### src/sv/mer_pkg.sv
// ----------------------------------------------------------------------------
// mer_pkg - shared definitions for the midpoint ellipse rasterizer
// Operation codes of the input channel and the control word of the shared
// multiply-accumulate unit.
// ----------------------------------------------------------------------------
package mer_pkg;

  // Input operation codes
  localparam logic OP_START   = 1'b0;
  localparam logic OP_ADVANCE = 1'b1;

  // Shared unit control: product or shifted linear term, add or subtract
  typedef struct packed {
    logic use_mul;
    logic neg;
  } mac_ctl_t;

endpackage

### src/sv/mer_channels_if.sv
// ----------------------------------------------------------------------------
// mer_in_if / mer_out_if - valid/ready channels of the ellipse rasterizer
// Input channel carries the operation with centre and radii, output channel
// carries one pixel per transfer.
// ----------------------------------------------------------------------------
interface mer_in_if #(
  parameter int RADIUS_BITS = 10,
  parameter int COORD_BITS  = 12
);
  logic                          valid;
  logic                          ready;
  logic                          operation;
  logic signed [COORD_BITS-1:0]  center_x;
  logic signed [COORD_BITS-1:0]  center_y;
  logic        [RADIUS_BITS-1:0] radius_x;
  logic        [RADIUS_BITS-1:0] radius_y;

  modport source (output valid, operation, center_x, center_y, radius_x, radius_y,
                  input ready);
  modport sink   (input valid, operation, center_x, center_y, radius_x, radius_y,
                  output ready);
endinterface

interface mer_out_if #(
  parameter int COORD_BITS = 12
);
  logic                       valid;
  logic                       ready;
  logic signed [COORD_BITS:0] pixel_x;
  logic signed [COORD_BITS:0] pixel_y;
  logic                       last_of_step;
  logic                       ellipse_done;

  modport source (output valid, pixel_x, pixel_y, last_of_step, ellipse_done,
                  input ready);
  modport sink   (input valid, pixel_x, pixel_y, last_of_step, ellipse_done,
                  output ready);
endinterface

### src/sv/mer_mac.sv
// ----------------------------------------------------------------------------
// mer_mac - shared multiply-accumulate unit
// Adds to or subtracts from the accumulator input either a signed product or
// four times an unsigned linear term. The caller registers the result.
// ----------------------------------------------------------------------------
module mer_mac #(
  parameter int RADIUS_BITS = 10
) (
  input  mer_pkg::mac_ctl_t               ctl,
  input  logic signed [4*RADIUS_BITS+7:0] acc,
  input  logic signed [2*RADIUS_BITS:0]   mul_a,
  input  logic signed [RADIUS_BITS+3:0]   mul_b,
  input  logic        [3*RADIUS_BITS+1:0] lin,
  output logic signed [4*RADIUS_BITS+7:0] res
);
  import mer_pkg::*;

  localparam int DW  = 4*RADIUS_BITS + 8;
  localparam int SW  = 3*RADIUS_BITS + 2;
  localparam int PRW = 3*RADIUS_BITS + 5;

  logic signed [PRW-1:0] prod;
  logic signed [DW-1:0]  term;

  // product or shifted linear term
  assign prod = mul_a * mul_b;

  always_comb begin
    if (ctl.use_mul) begin
      term = DW'(prod);
    end else begin
      term = signed'({{(DW-SW-2){1'b0}}, lin, 2'b00});
    end
  end

  assign res = ctl.neg ? (acc - term) : (acc + term);

endmodule

### src/sv/midpoint_ellipse_rasterizer_core.sv
// ----------------------------------------------------------------------------
// midpoint_ellipse_rasterizer_core - midpoint ellipse rasterizer
// Steps an axis-aligned ellipse one point per advance and emits the four
// symmetric pixels of each point. Decisions are exact integers scaled by 4.
//
//   channel | dir | payload                                          | handshake
//   --------+-----+--------------------------------------------------+----------
//   in_ch   | in  | operation, center_x, center_y, radius_x, radius_y | valid/ready
//   out_ch  | out | pixel_x, pixel_y, last_of_step, ellipse_done      | valid/ready
//
// One item at a time: in_ch.ready is high only while the sequencer is idle.
// Advance: four pixels go out, then x and y are stepped, all of the decision
// arithmetic going one term a cycle through the shared multiply-accumulate unit.
// Start: set-up runs first (squares, slope and decision products), then as above.
// An output register holds the last pixel, so a new item is taken while it waits;
// a stall on the result side holds the emit state. Reset: synchronous, active low.
// ----------------------------------------------------------------------------
module midpoint_ellipse_rasterizer_core #(
  parameter int RADIUS_BITS = 10,
  parameter int COORD_BITS  = 12
) (
  input  logic      clk,
  input  logic      rst_n,
  mer_in_if.sink    in_ch,
  mer_out_if.source out_ch
);
  import mer_pkg::*;

  localparam int R   = RADIUS_BITS;
  localparam int C   = COORD_BITS;
  localparam int SQW = 2*R;
  localparam int SW  = 3*R + 2;
  localparam int DW  = 4*R + 8;
  localparam int MAW = 2*R + 1;
  localparam int MBW = R + 4;
  localparam int XW  = R + 1;
  localparam int EW  = ((C > R + 2) ? C : R + 2) + 1;

  typedef enum logic [12:0] {
    ST_IDLE  = 13'b0000000000001,
    ST_SQX   = 13'b0000000000010,
    ST_SQY   = 13'b0000000000100,
    ST_SLP   = 13'b0000000001000,
    ST_DINIT = 13'b0000000010000,
    ST_CHK   = 13'b0000000100000,
    ST_CHA   = 13'b0000001000000,
    ST_CHB   = 13'b0000010000000,
    ST_EMIT  = 13'b0000100000000,
    ST_ADV   = 13'b0001000000000,
    ST_USX   = 13'b0010000000000,
    ST_USY   = 13'b0100000000000,
    ST_USR   = 13'b1000000000000
  } state_t;

  // control state
  state_t     state_r, state_nxt;
  logic       active_r, active_nxt;
  logic       r2_r, r2_nxt;
  logic       setup_r, setup_nxt;
  logic       ys_r, ys_nxt;
  logic [1:0] k_r, k_nxt;
  logic       out_valid_r, out_valid_nxt;

  // datapath state
  logic signed [C-1:0]   cx_r, cx_nxt;
  logic signed [C-1:0]   cy_r, cy_nxt;
  logic        [R-1:0]   rx_r, rx_nxt;
  logic        [R-1:0]   ry_r, ry_nxt;
  logic        [SQW-1:0] rx2_r, rx2_nxt;
  logic        [SQW-1:0] ry2_r, ry2_nxt;
  logic        [XW-1:0]  x_r, x_nxt;
  logic        [R-1:0]   y_r, y_nxt;
  logic        [SW-1:0]  sx_r, sx_nxt;
  logic        [SW-1:0]  sy_r, sy_nxt;
  logic signed [DW-1:0]  d_r, d_nxt;
  logic signed [C:0]     px_r, px_nxt;
  logic signed [C:0]     py_r, py_nxt;
  logic                  last_r, last_nxt;
  logic                  done_r, done_nxt;

  // shared unit operands
  mac_ctl_t              mac_ctl;
  logic signed [DW-1:0]  mac_acc;
  logic signed [MAW-1:0] mac_a;
  logic signed [MBW-1:0] mac_b;
  logic        [SW-1:0]  mac_lin;
  logic signed [DW-1:0]  mac_res;

  // misc combinational
  logic                  in_xfer;
  logic                  out_load;
  logic                  d_neg;
  logic                  d_pos;
  logic        [SW-1:0]  two_rx2;
  logic        [SW-1:0]  two_ry2;
  logic signed [EW-1:0]  cx_e;
  logic signed [EW-1:0]  cy_e;
  logic signed [EW-1:0]  x_e;
  logic signed [EW-1:0]  y_e;
  logic signed [EW-1:0]  px_e;
  logic signed [EW-1:0]  py_e;

  assign in_xfer  = in_ch.valid && in_ch.ready;
  assign out_load = (state_r == ST_EMIT) && (!out_valid_r || out_ch.ready);
  assign d_neg    = d_r[DW-1];
  assign d_pos    = !d_r[DW-1] && (d_r != '0);
  assign two_rx2  = {{(SW-SQW-1){1'b0}}, rx2_r, 1'b0};
  assign two_ry2  = {{(SW-SQW-1){1'b0}}, ry2_r, 1'b0};

  // pixel of the current symmetric set; order (+x,+y) (-x,-y) (+x,-y) (-x,+y)
  assign cx_e = EW'(cx_r);
  assign cy_e = EW'(cy_r);
  assign x_e  = signed'(EW'(x_r));
  assign y_e  = signed'(EW'(y_r));
  assign px_e = k_r[0] ? (cx_e - x_e) : (cx_e + x_e);
  assign py_e = (k_r[0] ^ k_r[1]) ? (cy_e - y_e) : (cy_e + y_e);

  // shared unit operand selection
  always_comb begin
    mac_ctl = '{use_mul: 1'b1, neg: 1'b0};
    mac_acc = '0;
    mac_a   = signed'({{(MAW-R){1'b0}}, rx_r});
    mac_b   = signed'({{(MBW-R){1'b0}}, rx_r});
    mac_lin = sx_r;
    case (state_r)
      ST_SQY: begin
        mac_a = signed'({{(MAW-R){1'b0}}, ry_r});
        mac_b = signed'({{(MBW-R){1'b0}}, ry_r});
      end
      ST_SLP: begin
        mac_a = signed'({1'b0, rx2_r});
        mac_b = signed'({{(MBW-R){1'b0}}, ry_r});
      end
      ST_DINIT: begin
        // 4*ry^2 + rx^2*(1 - 4*ry)
        mac_acc = signed'({{(DW-SQW-2){1'b0}}, ry2_r, 2'b00});
        mac_a   = signed'({1'b0, rx2_r});
        mac_b   = MBW'(1) - signed'({2'b00, ry_r, 2'b00});
      end
      ST_CHA: begin
        // d - ry^2*(4x+3)
        mac_acc = d_r;
        mac_a   = signed'({1'b0, ry2_r});
        mac_b   = -signed'({1'b0, x_r, 2'b11});
      end
      ST_CHB: begin
        // d + rx^2*(3-4y)
        mac_acc = d_r;
        mac_a   = signed'({1'b0, rx2_r});
        mac_b   = MBW'(3) - signed'({2'b00, y_r, 2'b00});
      end
      ST_USX: begin
        mac_ctl = '{use_mul: 1'b0, neg: 1'b0};
        mac_acc = d_r;
        mac_lin = sx_r;
      end
      ST_USY: begin
        mac_ctl = '{use_mul: 1'b0, neg: 1'b1};
        mac_acc = d_r;
        mac_lin = sy_r;
      end
      ST_USR: begin
        mac_ctl = '{use_mul: 1'b0, neg: 1'b0};
        mac_acc = d_r;
        mac_lin = r2_r ? {{(SW-SQW){1'b0}}, rx2_r} : {{(SW-SQW){1'b0}}, ry2_r};
      end
      default: begin
        mac_ctl = '{use_mul: 1'b1, neg: 1'b0};
      end
    endcase
  end

  mer_mac #(
    .RADIUS_BITS(RADIUS_BITS)
  ) u_mer_mac (
    .ctl  (mac_ctl),
    .acc  (mac_acc),
    .mul_a(mac_a),
    .mul_b(mac_b),
    .lin  (mac_lin),
    .res  (mac_res)
  );

  // sequencer and datapath next state
  always_comb begin
    state_nxt     = state_r;
    active_nxt    = active_r;
    r2_nxt        = r2_r;
    setup_nxt     = setup_r;
    ys_nxt        = ys_r;
    k_nxt         = k_r;
    out_valid_nxt = out_valid_r;
    cx_nxt        = cx_r;
    cy_nxt        = cy_r;
    rx_nxt        = rx_r;
    ry_nxt        = ry_r;
    rx2_nxt       = rx2_r;
    ry2_nxt       = ry2_r;
    x_nxt         = x_r;
    y_nxt         = y_r;
    sx_nxt        = sx_r;
    sy_nxt        = sy_r;
    d_nxt         = d_r;
    px_nxt        = px_r;
    py_nxt        = py_r;
    last_nxt      = last_r;
    done_nxt      = done_r;

    // output register: drain on transfer, refill from the emit state
    if (out_ch.ready) begin
      out_valid_nxt = 1'b0;
    end
    if (out_load) begin
      out_valid_nxt = 1'b1;
      px_nxt        = px_e[C:0];
      py_nxt        = py_e[C:0];
      last_nxt      = (k_r == 2'd3);
      done_nxt      = (y_r == '0);
      k_nxt         = k_r + 2'd1;
    end

    case (state_r)
      ST_IDLE: begin
        if (in_xfer) begin
          if (in_ch.operation == OP_ADVANCE) begin
            if (active_r) begin
              state_nxt = ST_EMIT;
            end
          end else begin
            cx_nxt    = in_ch.center_x;
            cy_nxt    = in_ch.center_y;
            rx_nxt    = in_ch.radius_x;
            ry_nxt    = in_ch.radius_y;
            setup_nxt = 1'b1;
            state_nxt = ST_SQX;
          end
        end
      end
      ST_SQX: begin
        rx2_nxt   = mac_res[SQW-1:0];
        state_nxt = ST_SQY;
      end
      ST_SQY: begin
        ry2_nxt   = mac_res[SQW-1:0];
        state_nxt = ST_SLP;
      end
      ST_SLP: begin
        sy_nxt    = {mac_res[SW-2:0], 1'b0};
        sx_nxt    = '0;
        x_nxt     = '0;
        y_nxt     = ry_r;
        r2_nxt    = 1'b0;
        state_nxt = ST_DINIT;
      end
      ST_DINIT: begin
        d_nxt      = mac_res;
        active_nxt = 1'b1;
        state_nxt  = ST_CHK;
      end
      // region changeover once the slope reaches -1
      ST_CHK: begin
        if (!r2_r && !(sx_r < sy_r)) begin
          r2_nxt    = 1'b1;
          state_nxt = ST_CHA;
        end else begin
          state_nxt = setup_r ? ST_EMIT : ST_IDLE;
        end
      end
      ST_CHA: begin
        d_nxt     = mac_res;
        state_nxt = ST_CHB;
      end
      ST_CHB: begin
        d_nxt     = mac_res;
        state_nxt = setup_r ? ST_EMIT : ST_IDLE;
      end
      ST_EMIT: begin
        if (out_load && (k_r == 2'd3)) begin
          if (y_r == '0) begin
            active_nxt = 1'b0;
            state_nxt  = ST_IDLE;
          end else begin
            state_nxt = ST_ADV;
          end
        end
      end
      // step x and y, decide which decision terms follow
      ST_ADV: begin
        setup_nxt = 1'b0;
        if (!r2_r) begin
          x_nxt  = x_r + XW'(1);
          sx_nxt = sx_r + two_ry2;
          if (d_neg) begin
            ys_nxt = 1'b0;
          end else begin
            y_nxt  = y_r - R'(1);
            sy_nxt = sy_r - two_rx2;
            ys_nxt = 1'b1;
          end
          state_nxt = ST_USX;
        end else begin
          y_nxt  = y_r - R'(1);
          sy_nxt = sy_r - two_rx2;
          ys_nxt = 1'b1;
          if (d_pos) begin
            state_nxt = ST_USY;
          end else begin
            x_nxt     = x_r + XW'(1);
            sx_nxt    = sx_r + two_ry2;
            state_nxt = ST_USX;
          end
        end
      end
      ST_USX: begin
        d_nxt     = mac_res;
        state_nxt = ys_r ? ST_USY : ST_USR;
      end
      ST_USY: begin
        d_nxt     = mac_res;
        state_nxt = ST_USR;
      end
      ST_USR: begin
        d_nxt     = mac_res;
        state_nxt = r2_r ? ST_IDLE : ST_CHK;
      end
      default: begin
        state_nxt = ST_IDLE;
      end
    endcase
  end

  // control registers
  always_ff @(posedge clk) begin
    if (!rst_n) begin
      state_r     <= ST_IDLE;
      active_r    <= 1'b0;
      r2_r        <= 1'b0;
      setup_r     <= 1'b0;
      ys_r        <= 1'b0;
      k_r         <= '0;
      out_valid_r <= 1'b0;
    end else begin
      state_r     <= state_nxt;
      active_r    <= active_nxt;
      r2_r        <= r2_nxt;
      setup_r     <= setup_nxt;
      ys_r        <= ys_nxt;
      k_r         <= k_nxt;
      out_valid_r <= out_valid_nxt;
    end
  end

  // datapath registers
  always_ff @(posedge clk) begin
    cx_r   <= cx_nxt;
    cy_r   <= cy_nxt;
    rx_r   <= rx_nxt;
    ry_r   <= ry_nxt;
    rx2_r  <= rx2_nxt;
    ry2_r  <= ry2_nxt;
    x_r    <= x_nxt;
    y_r    <= y_nxt;
    sx_r   <= sx_nxt;
    sy_r   <= sy_nxt;
    d_r    <= d_nxt;
    px_r   <= px_nxt;
    py_r   <= py_nxt;
    last_r <= last_nxt;
    done_r <= done_nxt;
  end

  // ports
  assign in_ch.ready         = (state_r == ST_IDLE);
  assign out_ch.valid        = out_valid_r;
  assign out_ch.pixel_x      = px_r;
  assign out_ch.pixel_y      = py_r;
  assign out_ch.last_of_step = last_r;
  assign out_ch.ellipse_done = done_r;

endmodule

### src/flat_wrapper.sv
// flat-port wrapper written by rule: the top's interface ports become plain ports
module midpoint_ellipse_rasterizer_core_flat import mer_pkg::*;
#(
  parameter int RADIUS_BITS = 10,
  parameter int COORD_BITS  = 12
)
  (clk, rst_n, in_ch_valid, in_ch_operation, in_ch_center_x, in_ch_center_y, in_ch_radius_x, in_ch_radius_y, in_ch_ready, out_ch_valid, out_ch_pixel_x, out_ch_pixel_y, out_ch_last_of_step, out_ch_ellipse_done, out_ch_ready);
  mer_in_if #(.RADIUS_BITS(RADIUS_BITS), .COORD_BITS(COORD_BITS)) in_ch_i ();
  mer_out_if #(.COORD_BITS(COORD_BITS)) out_ch_i ();
  input  logic clk;
  input  logic rst_n;
  input wire logic [$bits(in_ch_i.valid)-1:0] in_ch_valid;
  input wire logic [$bits(in_ch_i.operation)-1:0] in_ch_operation;
  input wire logic [$bits(in_ch_i.center_x)-1:0] in_ch_center_x;
  input wire logic [$bits(in_ch_i.center_y)-1:0] in_ch_center_y;
  input wire logic [$bits(in_ch_i.radius_x)-1:0] in_ch_radius_x;
  input wire logic [$bits(in_ch_i.radius_y)-1:0] in_ch_radius_y;
  output wire logic [$bits(in_ch_i.ready)-1:0] in_ch_ready;
  output wire logic [$bits(out_ch_i.valid)-1:0] out_ch_valid;
  output wire logic [$bits(out_ch_i.pixel_x)-1:0] out_ch_pixel_x;
  output wire logic [$bits(out_ch_i.pixel_y)-1:0] out_ch_pixel_y;
  output wire logic [$bits(out_ch_i.last_of_step)-1:0] out_ch_last_of_step;
  output wire logic [$bits(out_ch_i.ellipse_done)-1:0] out_ch_ellipse_done;
  input wire logic [$bits(out_ch_i.ready)-1:0] out_ch_ready;
  assign in_ch_i.valid = in_ch_valid;
  assign in_ch_i.operation = in_ch_operation;
  assign in_ch_i.center_x = in_ch_center_x;
  assign in_ch_i.center_y = in_ch_center_y;
  assign in_ch_i.radius_x = in_ch_radius_x;
  assign in_ch_i.radius_y = in_ch_radius_y;
  assign in_ch_ready = in_ch_i.ready;
  assign out_ch_valid = out_ch_i.valid;
  assign out_ch_pixel_x = out_ch_i.pixel_x;
  assign out_ch_pixel_y = out_ch_i.pixel_y;
  assign out_ch_last_of_step = out_ch_i.last_of_step;
  assign out_ch_ellipse_done = out_ch_i.ellipse_done;
  assign out_ch_i.ready = out_ch_ready;
  midpoint_ellipse_rasterizer_core #(.RADIUS_BITS(RADIUS_BITS), .COORD_BITS(COORD_BITS)) u_core (.clk(clk), .rst_n(rst_n), .in_ch(in_ch_i), .out_ch(out_ch_i));
endmodule
### config.mk
export PLATFORM = sky130hd
export DESIGN_NAME = midpoint_ellipse_rasterizer_core_flat
export DESIGN_NICKNAME = d
export VERILOG_FILES = /design/src/sv/mer_pkg.sv /design/src/sv/mer_channels_if.sv /design/src/sv/mer_mac.sv /design/src/sv/midpoint_ellipse_rasterizer_core.sv /design/src/flat_wrapper.sv
export SDC_FILE = /design/constraint.sdc
export NUM_CORES = 1
export LEC_CHECK = 0
export ABC_CLOCK_PERIOD_IN_PS = 29200
export BUFFER_PORTS_ARGS = -buffer_cell sky130_fd_sc_hd__buf_2
export CAP_MARGIN = 10
export CELL_PAD_IN_SITES_DETAIL_PLACEMENT = 2
export CELL_PAD_IN_SITES_GLOBAL_PLACEMENT = 2
export CORE_ASPECT_RATIO = 0.7
export CORE_MARGIN = 2
export CORE_UTILIZATION = 31
export CTS_CLUSTER_DIAMETER = 30
export DETAILED_ROUTE_END_ITERATION = 10
export PLACE_DENSITY = 0.75
export RECOVER_POWER = 25
export REMOVE_ABC_BUFFERS = 1
export SLEW_MARGIN = 20
export SYNTH_ARGS = -nofsm -noshare
export SYNTH_HDL_FRONTEND = slang
export SYNTH_SLANG_ARGS = --single-unit
### constraint.sdc
create_clock -name clk -period 29.2 [get_ports clk]
set_clock_uncertainty 0.05 [all_clocks]
set_input_delay 1.46 -clock clk [delete_from_list [all_inputs] [get_ports clk]]
set_output_delay 1.46 -clock clk [all_outputs]
set_load 0.02 [all_outputs]
Yosys cells after proc, flatten, opt, wreduce, memory -nomap -nowiden. Cells that the tools add are included.

Multiplexer cells: 46. Multipliers: 1. Reduce and logical (&&, ||, !) cells: 29. Eq/ne operators: 22. $add $sub $neg: 14. Bitwise operators: 2. $lt $le $gt $ge: 1.

Operator list (count): 32-bit case mux with 2 select lines (3); 13-bit case mux with 13 select lines (1); 32-bit two-way mux (4); 13-bit two-way mux (9); 48-bit two-way mux (2); 48-bit case mux with 2 select lines (1); 20-bit case mux with 3 select lines (1); 14-bit case mux with 4 select lines (1); 48-bit adder (1); 48-bit nonzero test (1); 48-bit subtractor (1); 21-bit by 14-bit multiplier with 35-bit output (1); 32-bit by 21-bit adder with 32-bit output (1); 32-bit less-than comparator (1); 32-bit by 21-bit subtractor with 32-bit output (1); 10-bit two-way mux (3); 11-bit two-way mux (2); 11-bit case mux with 2 select lines (1); 20-bit two-way mux (1); 10-bit case mux with 2 select lines (1); 13-bit negator with 14-bit output (1); 12-bit by 11-bit adder with 13-bit output (1); 12-bit by 12-bit adder with 13-bit output (1); 13-bit by 1-bit equality test with 1-bit output, second input constant (1); other kinds (43) (74).

Register bits after elaboration: 265. Bits of input ports: 49.

Longest topological paths before layout. Gate-level depths: netlist (run 1).

Depth after elaboration: 8. Mapped depth: 53.

Cells and area by module. Synthesis (run 1) repeated with hierarchy kept, for this count alone.

Cell total of the unflattened synthesis: 3411. Area, all modules: 31006.0 µm².

Modules (own cells, without submodules): midpoint_ellipse_rasterizer_core (cells an instance 1585, seq. area each 7697.4 µm², instances 1, area an instance 16168.0 µm²); mer_mac (cells an instance 1826, seq. area each 0.0 µm², instances 1, area an instance 14838.0 µm²).

Worst setup path before layout (run 1). Ideal clock, no wire load.

Path kind: reg2reg. Start point: register u_core.state_r[5]. End point: register u_core.d_r[47], data pin. Stages on the path, launching flop included: 46. Setup time: 0.266 ns. Data arrival time: 10.779 ns. Slack: 18.106 ns. Path through: dfxtp_1 > nor4_4 > nand4_1 > nor2_1 > buf_1 > nor3_1 > nor2_1 > nor2_1 > a21oi_1 > clkbuf_1 > nand2_1 > fa_1 > inv_1 > ha_1 > fa_1 > inv_1 > fa_1 > fa_1 > (+10 left out) > nand4b_4 > or4_4 > inv_2 > and3_1 > a31o_2 > xnor2_1 > ha_1 > a21o_1 > a21o_1 > a21oi_1 > o21ai_0 > nor3_1 > a21oi_1 > a311oi_1 > a211oi_1 > nor4bb_1 > nor3_1 > xor2_1.

Word-level cells in the longest chain between the ends: 7. Elaborated cells between the ends (all ways): 22. Classes of those cells: add/sub: 2; mul: 1; eq/ne: 8; mux: 7; reduce/logical: 4.

Ends and longest elaborated chain: from (decl) (line midpoint_ellipse_rasterizer_core.sv:56) `state_t state_r, state_nxt;`; from (signal assigned) (line midpoint_ellipse_rasterizer_core.sv:343) `state_r <= state_nxt;`; 13-bit by 4-bit equality test with 1-bit output, or another cell as far along (line midpoint_ellipse_rasterizer_core.sv:125) `case (state_r)`; 3-bit OR reduction (no line) or 2-bit OR reduction (tied branches); 20-bit case mux with 3 select lines or 14-bit case mux with 4 select lines (tied branches) (line midpoint_ellipse_rasterizer_core.sv:125); 21-bit by 14-bit multiplier with 35-bit output (line mer_mac.sv:26) `assign prod = mul_a * mul_b;`; 48-bit two-way mux (line mer_mac.sv:29) `if (ctl.use_mul) begin`; 48-bit adder or 48-bit subtractor (tied branches) (line mer_mac.sv:36) `assign res = ctl.neg ? (acc - term) : (acc + term);`; 48-bit two-way mux * (line mer_mac.sv:36); named net u_core.mac_res[47] (line midpoint_ellipse_rasterizer_core.sv:87) `logic signed [DW-1:0] mac_res;`; to (signal assigned) (line midpoint_ellipse_rasterizer_core.sv:365) `d_r <= d_nxt;`; to (decl) (line midpoint_ellipse_rasterizer_core.sv:75) `logic signed [DW-1:0] d_r, d_nxt;`.

Mark *: on every way through the listed nets, which the timed path passes. The rest lies on a longest branch. A chain may end at the register's enable or synchronous reset.

Final worst setup path (run 1).
Start point: register u_core.y_r[0]. End point: register u_core.d_r[46], data pin.

Word-level cells in the longest chain between the ends: 6. Elaborated cells between the ends (all ways): 7. Classes of those cells: add/sub: 3; mul: 1; mux: 3.

Ends and longest elaborated chain: from (decl) (line midpoint_ellipse_rasterizer_core.sv:72) `logic [R-1:0] y_r, y_nxt;`; from (signal assigned) (line midpoint_ellipse_rasterizer_core.sv:362) `y_r <= y_nxt;`; 2-bit by 12-bit subtractor with 13-bit output * (line midpoint_ellipse_rasterizer_core.sv:150) `mac_b = MBW'(3) - signed'({2'b00, y_r, 2'b00});`; 14-bit case mux with 4 select lines * (line midpoint_ellipse_rasterizer_core.sv:125); 21-bit by 14-bit multiplier with 35-bit output * (line mer_mac.sv:26); 48-bit two-way mux * (line mer_mac.sv:29); 48-bit adder or 48-bit subtractor (tied branches) (line mer_mac.sv:36); 48-bit two-way mux * (line mer_mac.sv:36); named net u_core.mac_res[46] (line midpoint_ellipse_rasterizer_core.sv:87).

Marked as above.

==> results.py, run 1 <==
metrics = {
    "finish": {
        "area_growth_pct": 13.9,
        "nets": 3745,
        "final_layout_size_suffix_gt1_share_pct": 6.80,
        "post-route-util_pct": 35.5,
        "n_fill_cell": 10100,
    },
    "timing": {
        "max_freq_ghz": 0.0757,
        "relSlewSlack_pct": -79.0,
        "fin_tns_setup_ps": 0,
        "worst_hold_slack_ps": 478,
        "worst_pin_slew_ps": 2690,
        "finalCritPeriodShare_pct": 45.2,
        "drv_slew": 100,
        "hold_viol": 0,
        "rsz0062_at_grt": "false",
        "finalSetupViolations": 0,
        "period_minus_slack_ps": 13210,
    },
    "critical_path": {
        "slowest_stage": "fa_1",
        "path_buf_inv": 7,
        "reg2reg_from": "u_core.y_r[0]",
        "cp-end-kind": "flop",
        "cp_max_fo": 14,
        "arrival_ps": 13530,
        "critPathKind": "reg2reg",
        "required_ps": 29520,
        "startpoint_type": "flop",
        "crit_family": "adder cells",
        "crit_start": "u_core.y_r[0]",
        "cp.depth": 46,
        "rr_worst_depth": 46,
        "slowest_delay_ps": 580,
    },
    "synth": {
        "synthFlopType": "edfxtp_1",
        "synth_area_per_cell_sq_um": 9.11,
        "synth_common_cells": "inv_1, nor2_1, nand2_1, ha_1, edfxtp_1",
        "synth-edff-count": 243,
        "synthTopCellsByArea": "edfxtp_1, fa_1, ha_1",
        "netlist.area_leader.share_pct": 25.6,
        "synthCells": 3131,
        "ys_types": 102,
        "synth_warnings": 0,
        "ys_ff_latch": 263,
        "ys_seq_area_share_pct": 27.0,
        "ys_async_sr_fraction_pct": 0,
        "syn_area_sq_mm": 0.0285,
        "synth_top_area_cell": "edfxtp_1",
        "synth_most_common_cell": "inv_1",
    },
    "floorplan": {
        "pin_count": 79,
        "rows": 93,
        "dieHeight_microns": 258,
        "dieArea_sq_mm": 0.0945,
        "start_util_pct": 31.1,
        "fp.dieW_microns": 367,
        "fp.coreArea_sq_mm": 0.0916,
    },
    "hold_path": {
        "hold_depth": 2,
        "min_from": "u_core.setup_r",
        "hold_class": "reg2reg",
    },
    "route": {
        "drc": 0,
        "ant_nets": 0,
        "vias": 24900,
        "first_pass_iters": 6,
        "post_drt_via_cell_ratio": 5.53,
        "wl_per_cell_microns": 25.5,
        "drt_iter0_markers": 2055,
        "totalWireLength_microns": 115000,
    },
    "power_and_ir_drop": {
        "powerDensity_mw_per_mm2": 77.6,
        "irDropWorstVdd_mv": 0.0690,
        "cellLeakagePower_nw": 14.3,
        "finalPower_mw": 2.52,
    },
    "clock_network": {
        "cts_made_buffers": 69,
        "cts_sinks": 263,
        "clockBufferDepth": 3,
        "cts_hold_buf": 0,
        "postCtsSetupBuffers": 0,
        "clkTransAtPathRegs_ps": 40,
        "cts-resized-gates": 0,
        "htree_levels": 3,
        "cts_tree": "yes",
        "clockRootBuffer": "clkbuf_16",
        "clk_latency_ps": 640,
    },
    "grt": {
        "antenna_found_initial": 5,
        "grt_pass1_vias": 27000,
        "grt_max_degree": 75,
        "grt_pass1_wl_microns": 174000,
        "grt.total_usage_pct": 24.3,
        "gr-total-overflow": 0,
    },
    "placed_design": {
        "port-buffer-count": 78,
        "dp_hpwl_microns": 90500,
        "place.gp.congestion": 0.924,
    },
    "run": {
        "max-cap-violations": 4,
    },
    "run_status": {
        "violations": "max-capacitance violations, max-slew violations",
        "outcome": "finished, violations left",
    },
}
==> sequential cells by signal (all words and copies together) (netlist names), 2 cells and up <==
register and cells:
u_core.y_r 10, u_core.state_r 13, u_core.ry_r 10, u_core.out_ch.pixel_y 13, u_core.rx_r 10, u_core.cy_r 12, u_core.k_r 2, u_core.sx_r 31
u_core.sy_r 31, u_core.out_ch.pixel_x 13, u_core.d_r 48, u_core.rx2_r 20, u_core.cx_r 12, u_core.ry2_r 20, u_core.x_r 11
==> worst paths after layout <==
| kind | to | slack [ps] |
|---|---|---|
| worst min-delay path | u_core.setup_r | 480 |
| worst min register to register | u_core.setup_r | 480 |
| worst max register to register | u_core.d_r[46] | 15990 |
| worst max-delay path | u_core.d_r[46] | 15990 |
==> worst register-to-register path: cells and delay by family (launching register included) <==
family	cells	cell delay (ps)
adder cells (fa/ha/maj)	9	4300
AO/OA/AOI/OAI	15	3300
AND/OR/NAND/NOR	12	2830
buffers and inverters	7	1410
XOR/XNOR	3	570
flip-flops	1	530
==> metal layers <==
| layer | GRT usage [%] | part of all wire, % |
|---|---|---|
| met4 | 6.37 | 2.2 |
| met1 | 35.4 | 47 |
| met2 | 34.9 | 41 |
| met5 | 0 | 0.048 |
| met3 | 6.83 | 9.7 |
==> metrics by stage <==
step | area [sq um] | setup slack [ps] | std cells
after detailed placement | 30300 | 16010 | 4375
after global placement | 30300 | 16570 | 4375
after global routing | 32500 | 14960 | 4498
final | 32500 | 15990 | 4500
after floorplan | 28100 | 16420 | 3030
after CTS | 32600 | 15950 | 4497
==> logic make-up (layout without fill, tap and decap cells) <==
kind of cell             after synthesis  count (layout)  share of synthesized area, %
AND/OR/NAND/NOR                     1023            1023                          17.1
AO/OA/AOI/OAI                        648             648                          15.0
adder cells (fa/ha/maj)              484             484                          27.0
buffers and inverters                476             608                          6.43
flip-flops                           263             263                          27.0
XOR/XNOR                             212             212                          6.51
multiplexers                          25              25                         0.930
other                                  0               2                             0
==> cell usage in the layout, fill, tap and decap left out, drive strengths merged, types with 33 or more instances in the layout <==
cell type and instances:
inv 380, nor2 321, nand2 321, ha 265, edfxtp 243, fa 219, a21oi 163, o21ai 157
clkbuf 129, xnor2 128, xor2 84, buf 68, a21o 66, nand3 62, nor3 53, and2 52
nor2b 44, a22oi 33, and3 33
==> final cells by class <==
class,instances,area (sq um),share of cell area (%)
diodes,2,5.00,0.0154
clock buffers,86,1830,5.64
clock inverters,36,409,1.26
inverters,375,1410,4.33
multi-input cells,2392,19000,58.6
flip-flops and latches,263,7700,23.7
well taps,1235,1550,4.76
repair buffers,111,567,1.74
==> report_power, final <==
| group | total (mW) | leakage, nW | switching [mW] | internal [mW] |
|---|---|---|---|---|
| Clock | 0.756 | 1.08 | 0.252 | 0.504 |
| Sequential | 0.516 | 2.27 | 0.0107 | 0.505 |
| Combinational | 1.25 | 11.0 | 0.813 | 0.436 |
No activity file was read; power rests on OpenSTA's default activity.
==> inputs of run 2 (changes only) <==
--- a/config.mk
+++ b/config.mk
@@ -5,7 +5,7 @@
 export SDC_FILE = /design/constraint.sdc
 export NUM_CORES = 1
 export LEC_CHECK = 0
-export ABC_CLOCK_PERIOD_IN_PS = 29200
+export ABC_CLOCK_PERIOD_IN_PS = 13100
 export BUFFER_PORTS_ARGS = -buffer_cell sky130_fd_sc_hd__buf_2
 export CAP_MARGIN = 10
 export CELL_PAD_IN_SITES_DETAIL_PLACEMENT = 2
==> constraint.sdc (replaced) <==
create_clock -name clk -period 13.1 [get_ports clk]
set_clock_uncertainty 0.05 [all_clocks]
set_input_delay 0.655 -clock clk [delete_from_list [all_inputs] [get_ports clk]]
set_output_delay 0.655 -clock clk [all_outputs]
set_load 0.02 [all_outputs]
==> results.py, run 2 (synthesis gave the netlist of run 1 again) <==
metrics = {
    "timing": {
        "finalWorstSetupSlack_ps": 640,
        "relSlewSlack_pct": -53.6,
        "rsz0062_at_grt": "false",
        "max_freq_ghz": 0.0803,
        "hold_viol": 0,
        "finalCritPeriodShare_pct": 95.1,
        "worst_pin_slew_ps": 2300,
        "finalSetupViolations": 0,
        "fin_tns_setup_ps": 0,
        "worst_hold_slack_ps": 149,
        "drv_slew": 76,
        "period_minus_slack_ps": 12460,
    },
    "hold_path": {
        "hold_depth": 1,
        "hold_class": "in2reg",
        "min_from": "in_ch_radius_x[2]",
    },
    "floorplan": {
        "pin_count": 79,
        "fp.coreArea_sq_mm": 0.0916,
        "rows": 93,
        "dieArea_sq_mm": 0.0945,
        "start_util_pct": 31.1,
        "dieHeight_microns": 258,
        "fp.dieW_microns": 367,
    },
    "finish": {
        "n_fill_cell": 10200,
        "final_cell_mix": "inv_1, nor2_1, nand2_1, ha_1, edfxtp_1",
        "top_regs": "u_core.d_r x48, u_core.sx_r x31, u_core.sy_r x31",
        "nets": 3763,
        "final_layout_size_suffix_gt1_share_pct": 8.56,
        "design_area_sq_mm": 0.0328,
        "area_growth_pct": 15.0,
        "largest_register_ffs": 48,
        "post-route-util_pct": 35.8,
        "largest-register": "u_core.d_r",
        "final_common_cell": "inv_1",
    },
    "critical_path": {
        "slowest_stage": "fa_1",
        "required_ps": 13430,
        "cp-end-kind": "flop",
        "cp_max_fo": 19,
        "crit_family": "compound AO/OA/AOI/OAI gates",
        "crit_start": "u_core.state_r[11]",
        "arrival_ps": 12790,
        "startpoint_type": "flop",
        "path_buf_inv": 6,
        "reg2reg_from": "u_core.state_r[11]",
        "critPathKind": "reg2reg",
        "rr_worst_depth": 48,
        "cp.depth": 48,
        "slowest_delay_ps": 690,
    },
    "grt": {
        "gr-total-overflow": 0,
        "grt_pass1_wl_microns": 176000,
        "grt.total_usage_pct": 24.6,
        "grt_max_degree": 78,
        "grt_pass1_vias": 26900,
        "antenna_found_initial": 2,
    },
    "clock_network": {
        "clockBufferDepth": 3,
        "cts_sinks": 263,
        "clk_latency_ps": 650,
        "htree_levels": 3,
        "cts_tree": "yes",
        "cts_made_buffers": 69,
        "cts_hold_buf": 0,
        "clkTransAtPathRegs_ps": 50,
        "clockRootBuffer": "clkbuf_16",
    },
    "power_and_ir_drop": {
        "p_seq_share_pct": 20.3,
        "cellLeakagePower_nw": 14.5,
        "power.internal_mw": 3.21,
        "powerDensity_mw_per_mm2": 173,
        "irDropWorstVdd_mv": 0.147,
        "combPwrFrac_pct": 49.6,
        "sw_frac_of_total_pct": 43.2,
        "power.clock.fraction_pct": 30.1,
        "p_switching_mw": 2.45,
    },
    "route": {
        "drt_iter0_markers": 2243,
        "totalWireLength_microns": 116000,
        "ant_nets": 0,
        "wl_per_cell_microns": 25.7,
        "drc": 0,
        "vias": 25100,
        "post_drt_via_cell_ratio": 5.55,
        "first_pass_iters": 6,
    },
    "placed_design": {
        "post-place-ws_ps": 160,
        "port-buffer-count": 78,
        "dp_hpwl_microns": 89800,
        "place.gp.congestion": 0.925,
        "place_area_sq_mm": 0.0305,
    },
    "run": {
        "max-cap-violations": 3,
    },
    "run_status": {
        "violations": "max-capacitance violations, max-slew violations",
        "outcome": "finished, violations left",
    },
}
[run 2: final timing paths]
path,to,slack [ps]
worst max register to register,u_core.d_r[46],640
worst min register to register,u_core.k_r[1],480
worst max-delay path,u_core.d_r[46],640
worst min-delay path,u_core.rx_r[2],150
[run 2: metal layers]
metal  vias up  wire, microns  global-route usage, %
met5         -              0                      0
met4         0           2560                   6.04
met3       158           9410                   4.59
met2       921          48500                   35.6
met1     13000          55800                   37.2
li1      11000              -                      -
[run 2: metrics by stage]
step / power [mW] / std cells
detailed placement: 3.82 / 4391
global route: 5.99 / 4519
floorplan: 2.97 / 3030
CTS: 5.60 / 4515
finish: 5.66 / 4521
global placement: 3.71 / 4391
[run 2: what timing repair did]
action,CTS,global route
resized for setup,0,28
buffers inserted,0,3
setup endpoints to repair,0,13
hold endpoints to repair,0,0
[run 2: area by class of cell]
class | instances | area, sq um | area share (%)
inverter | 375 | 1410 | 4.29
antenna | 3 | 7.51 | 0.0229
multi-input combinational | 2392 | 19100 | 58.3
sequential | 263 | 7700 | 23.5
clock buffer | 75 | 1780 | 5.43
clock inverter | 49 | 513 | 1.56
timing repair buffer | 129 | 723 | 2.21
tap | 1235 | 1550 | 4.71
[run 2: power groups by stage]
stage               Clock, mW  Sequential, mW  Combinational (mW)
detailed placement          0            1.16                2.66
finish                   1.70            1.15                2.81
global route             1.77            1.15                3.07
global placement            0            1.16                2.55
floorplan                   0            1.15                1.82
CTS                      1.73            1.15                2.72
==> inputs of run 3 (changes only) <==
--- a/config.mk
+++ b/config.mk
@@ -10,7 +10,7 @@
 export CAP_MARGIN = 10
 export CELL_PAD_IN_SITES_DETAIL_PLACEMENT = 2
 export CELL_PAD_IN_SITES_GLOBAL_PLACEMENT = 2
-export CORE_ASPECT_RATIO = 0.7
+export CORE_ASPECT_RATIO = 0.75
 export CORE_MARGIN = 2
 export CORE_UTILIZATION = 31
 export CTS_CLUSTER_DIAMETER = 30
==> results.py, run 3 (synthesis gave the netlist of run 1 again) <==
metrics = {
    "run_status": {
        "outcome": "completed",
    },
    "critical_path": {
        "reg2reg_from": "u_core.state_r[4]",
        "arrival_ps": 12730,
        "slowest_delay_ps": 680,
        "cpMostUsedCell": "a21oi_1",
        "critPathKind": "reg2reg",
        "rr_worst_depth": 45,
        "startpoint_type": "flop",
        "r2r_slack_ps": 680,
        "required_ps": 13410,
        "cp-end-kind": "flop",
        "cp_max_fo": 12,
        "reg2reg_to": "u_core.d_r[46]",
        "slowest_stage": "o22ai_2",
    },
    "clock_network": {
        "clk_latency_ps": 630,
        "clockBufferDepth": 3,
        "cts_made_buffers": 71,
        "clockRootBuffer": "clkbuf_16",
        "cts_sinks": 263,
        "cts_hold_buf": 0,
        "clkTransAtPathRegs_ps": 50,
        "htree_levels": 3,
        "cts_tree": "yes",
    },
    "placed_design": {
        "place_area_sq_mm": 0.0303,
        "dp_hpwl_microns": 87600,
        "placed_cells": 4369,
        "place.gp.congestion": 0.907,
        "port-buffer-count": 78,
    },
    "floorplan": {
        "start_util_pct": 31.2,
        "rows": 96,
        "fp.dieW_microns": 354,
        "pin_count": 79,
        "dieArea_sq_mm": 0.0945,
        "dieHeight_microns": 267,
        "fp.coreArea_sq_mm": 0.0913,
    },
    "finish": {
        "area_growth_pct": 16.0,
        "post-route-util_pct": 36.2,
        "final_layout_size_suffix_gt1_share_pct": 9.89,
        "final_cells": 4501,
        "design_area_sq_mm": 0.0331,
        "final_common_cell": "inv_1",
        "final_cell_mix": "inv_1, nand2_1, nor2_1, ha_1, edfxtp_1",
        "nets": 3752,
        "largest-register": "u_core.d_r",
        "largest_register_ffs": 48,
        "n_fill_cell": 10000,
        "top_regs": "u_core.d_r x48, u_core.sx_r x31, u_core.sy_r x31",
    },
    "timing": {
        "max_freq_ghz": 0.0805,
        "period_minus_slack_ps": 12420,
        "relSlewSlack_pct": 28.4,
        "worst_pin_slew_ps": 1070,
        "drv_slew": 0,
        "finalCritPeriodShare_pct": 94.8,
        "finalSetupViolations": 0,
        "worst_hold_slack_ps": 159,
        "hold_viol": 0,
    },
    "route": {
        "drt_iter0_markers": 1988,
        "vias": 24700,
        "post_drt_via_cell_ratio": 5.48,
        "first_pass_iters": 7,
        "totalWireLength_microns": 113000,
        "drc": 0,
        "ant_nets": 0,
        "wl_per_cell_microns": 25.0,
    },
    "grt": {
        "grt_max_degree": 77,
        "grt_pass1_wl_microns": 172000,
        "grt.total_usage_pct": 24.0,
        "grt_pass1_vias": 27000,
        "gr-total-overflow": 0,
        "antenna_found_initial": 1,
    },
    "hold_path": {
        "min_from": "in_ch_center_x[9]",
        "hold_depth": 1,
        "hold_class": "in2reg",
        "whs_endpoint": "u_core.cx_r[9]",
    },
    "power_and_ir_drop": {
        "finalPower_mw": 5.84,
        "cellLeakagePower_nw": 14.6,
        "irDropWorstVdd_mv": 0.123,
        "powerDensity_mw_per_mm2": 177,
    },
    "run": {
        "max-cap-violations": 0,
    },
}
==> run 3: cell count changes in the layout (fill, tap and decap cells not counted), sizes merged <==
cell / delta
clkbuf: -31
clkinv: -9
diode: -2
buf: +19
bufinv: +10
inv: -2
clkinvlp: +5
==> run 3: final cells by class <==
type	instances	area, sq um	share of cell area, %
Antenna cell	1	2.50	0.00757
Clock buffer	76	1820	5.49
Clock inverter	53	763	2.31
Inverter	375	1410	4.26
Multi-Input combinational cell	2392	19200	58.0
Sequential cell	263	7700	23.3
Tap cell	1225	1530	4.64
Timing Repair Buffer	116	673	2.04
==> run 3: worst max path at each step <==
stage / slack [ps] / depth (start not counted) / endpoint / startpoint
floorplan: 320 / 37 / u_core.d_r[46] / u_core.state_r[0]
global placement: 750 / 43 / u_core.d_r[39] / u_core.state_r[12]
detailed placement: 330 / 43 / u_core.d_r[46] / u_core.state_r[0]
CTS: 40 / 39 / u_core.d_r[47] / u_core.state_r[0]
global route: -60 / 43 / u_core.d_r[46] / u_core.state_r[4]
finish: 680 / 45 / u_core.d_r[46] / u_core.state_r[4]
==> run 3: what timing repair did <==
item                                    4_1_cts  5_1_grt
buffers inserted                              0        2
gates resized for setup                       0       38
endpoints found under the setup margin        0       13
==> run 3: through the flow <==
stage / setup TNS [ps] / worst slack (ps)
floorplan: 0 / 319
global placement: 0 / 753
detailed placement: 0 / 334
CTS: 0 / 36.9
global route: -59.7 / -59.7
finish: 0 / 680
==> run 3: critical path, delay by kind of cell, from the launching register on <==
kind	cells	cell delay [ps]
fa+ha+maj	8	3550
compound gates	18	4830
simple gates	11	2330
xor+xnor	2	270
flops	1	430
buf+inv	6	700
==> run 3: layer usage <==
layer | global-route usage (%) | part of all wire [%] | up-vias
met2 | 36.3 | 43 | 798
li1 | - | - | 11000
met4 | 5.62 | 2.0 | 2
met5 | 0 | 0.012 | -
met1 | 35.1 | 47 | 12700
met3 | 4.32 | 7.9 | 146
==> run 3: power by group <==
group,internal [mW],total [mW],switching (mW)
Clock,1.32,1.92,0.595
Sequential,1.12,1.15,0.0246
Combinational,0.974,2.78,1.80
Total,3.42,5.84,2.42
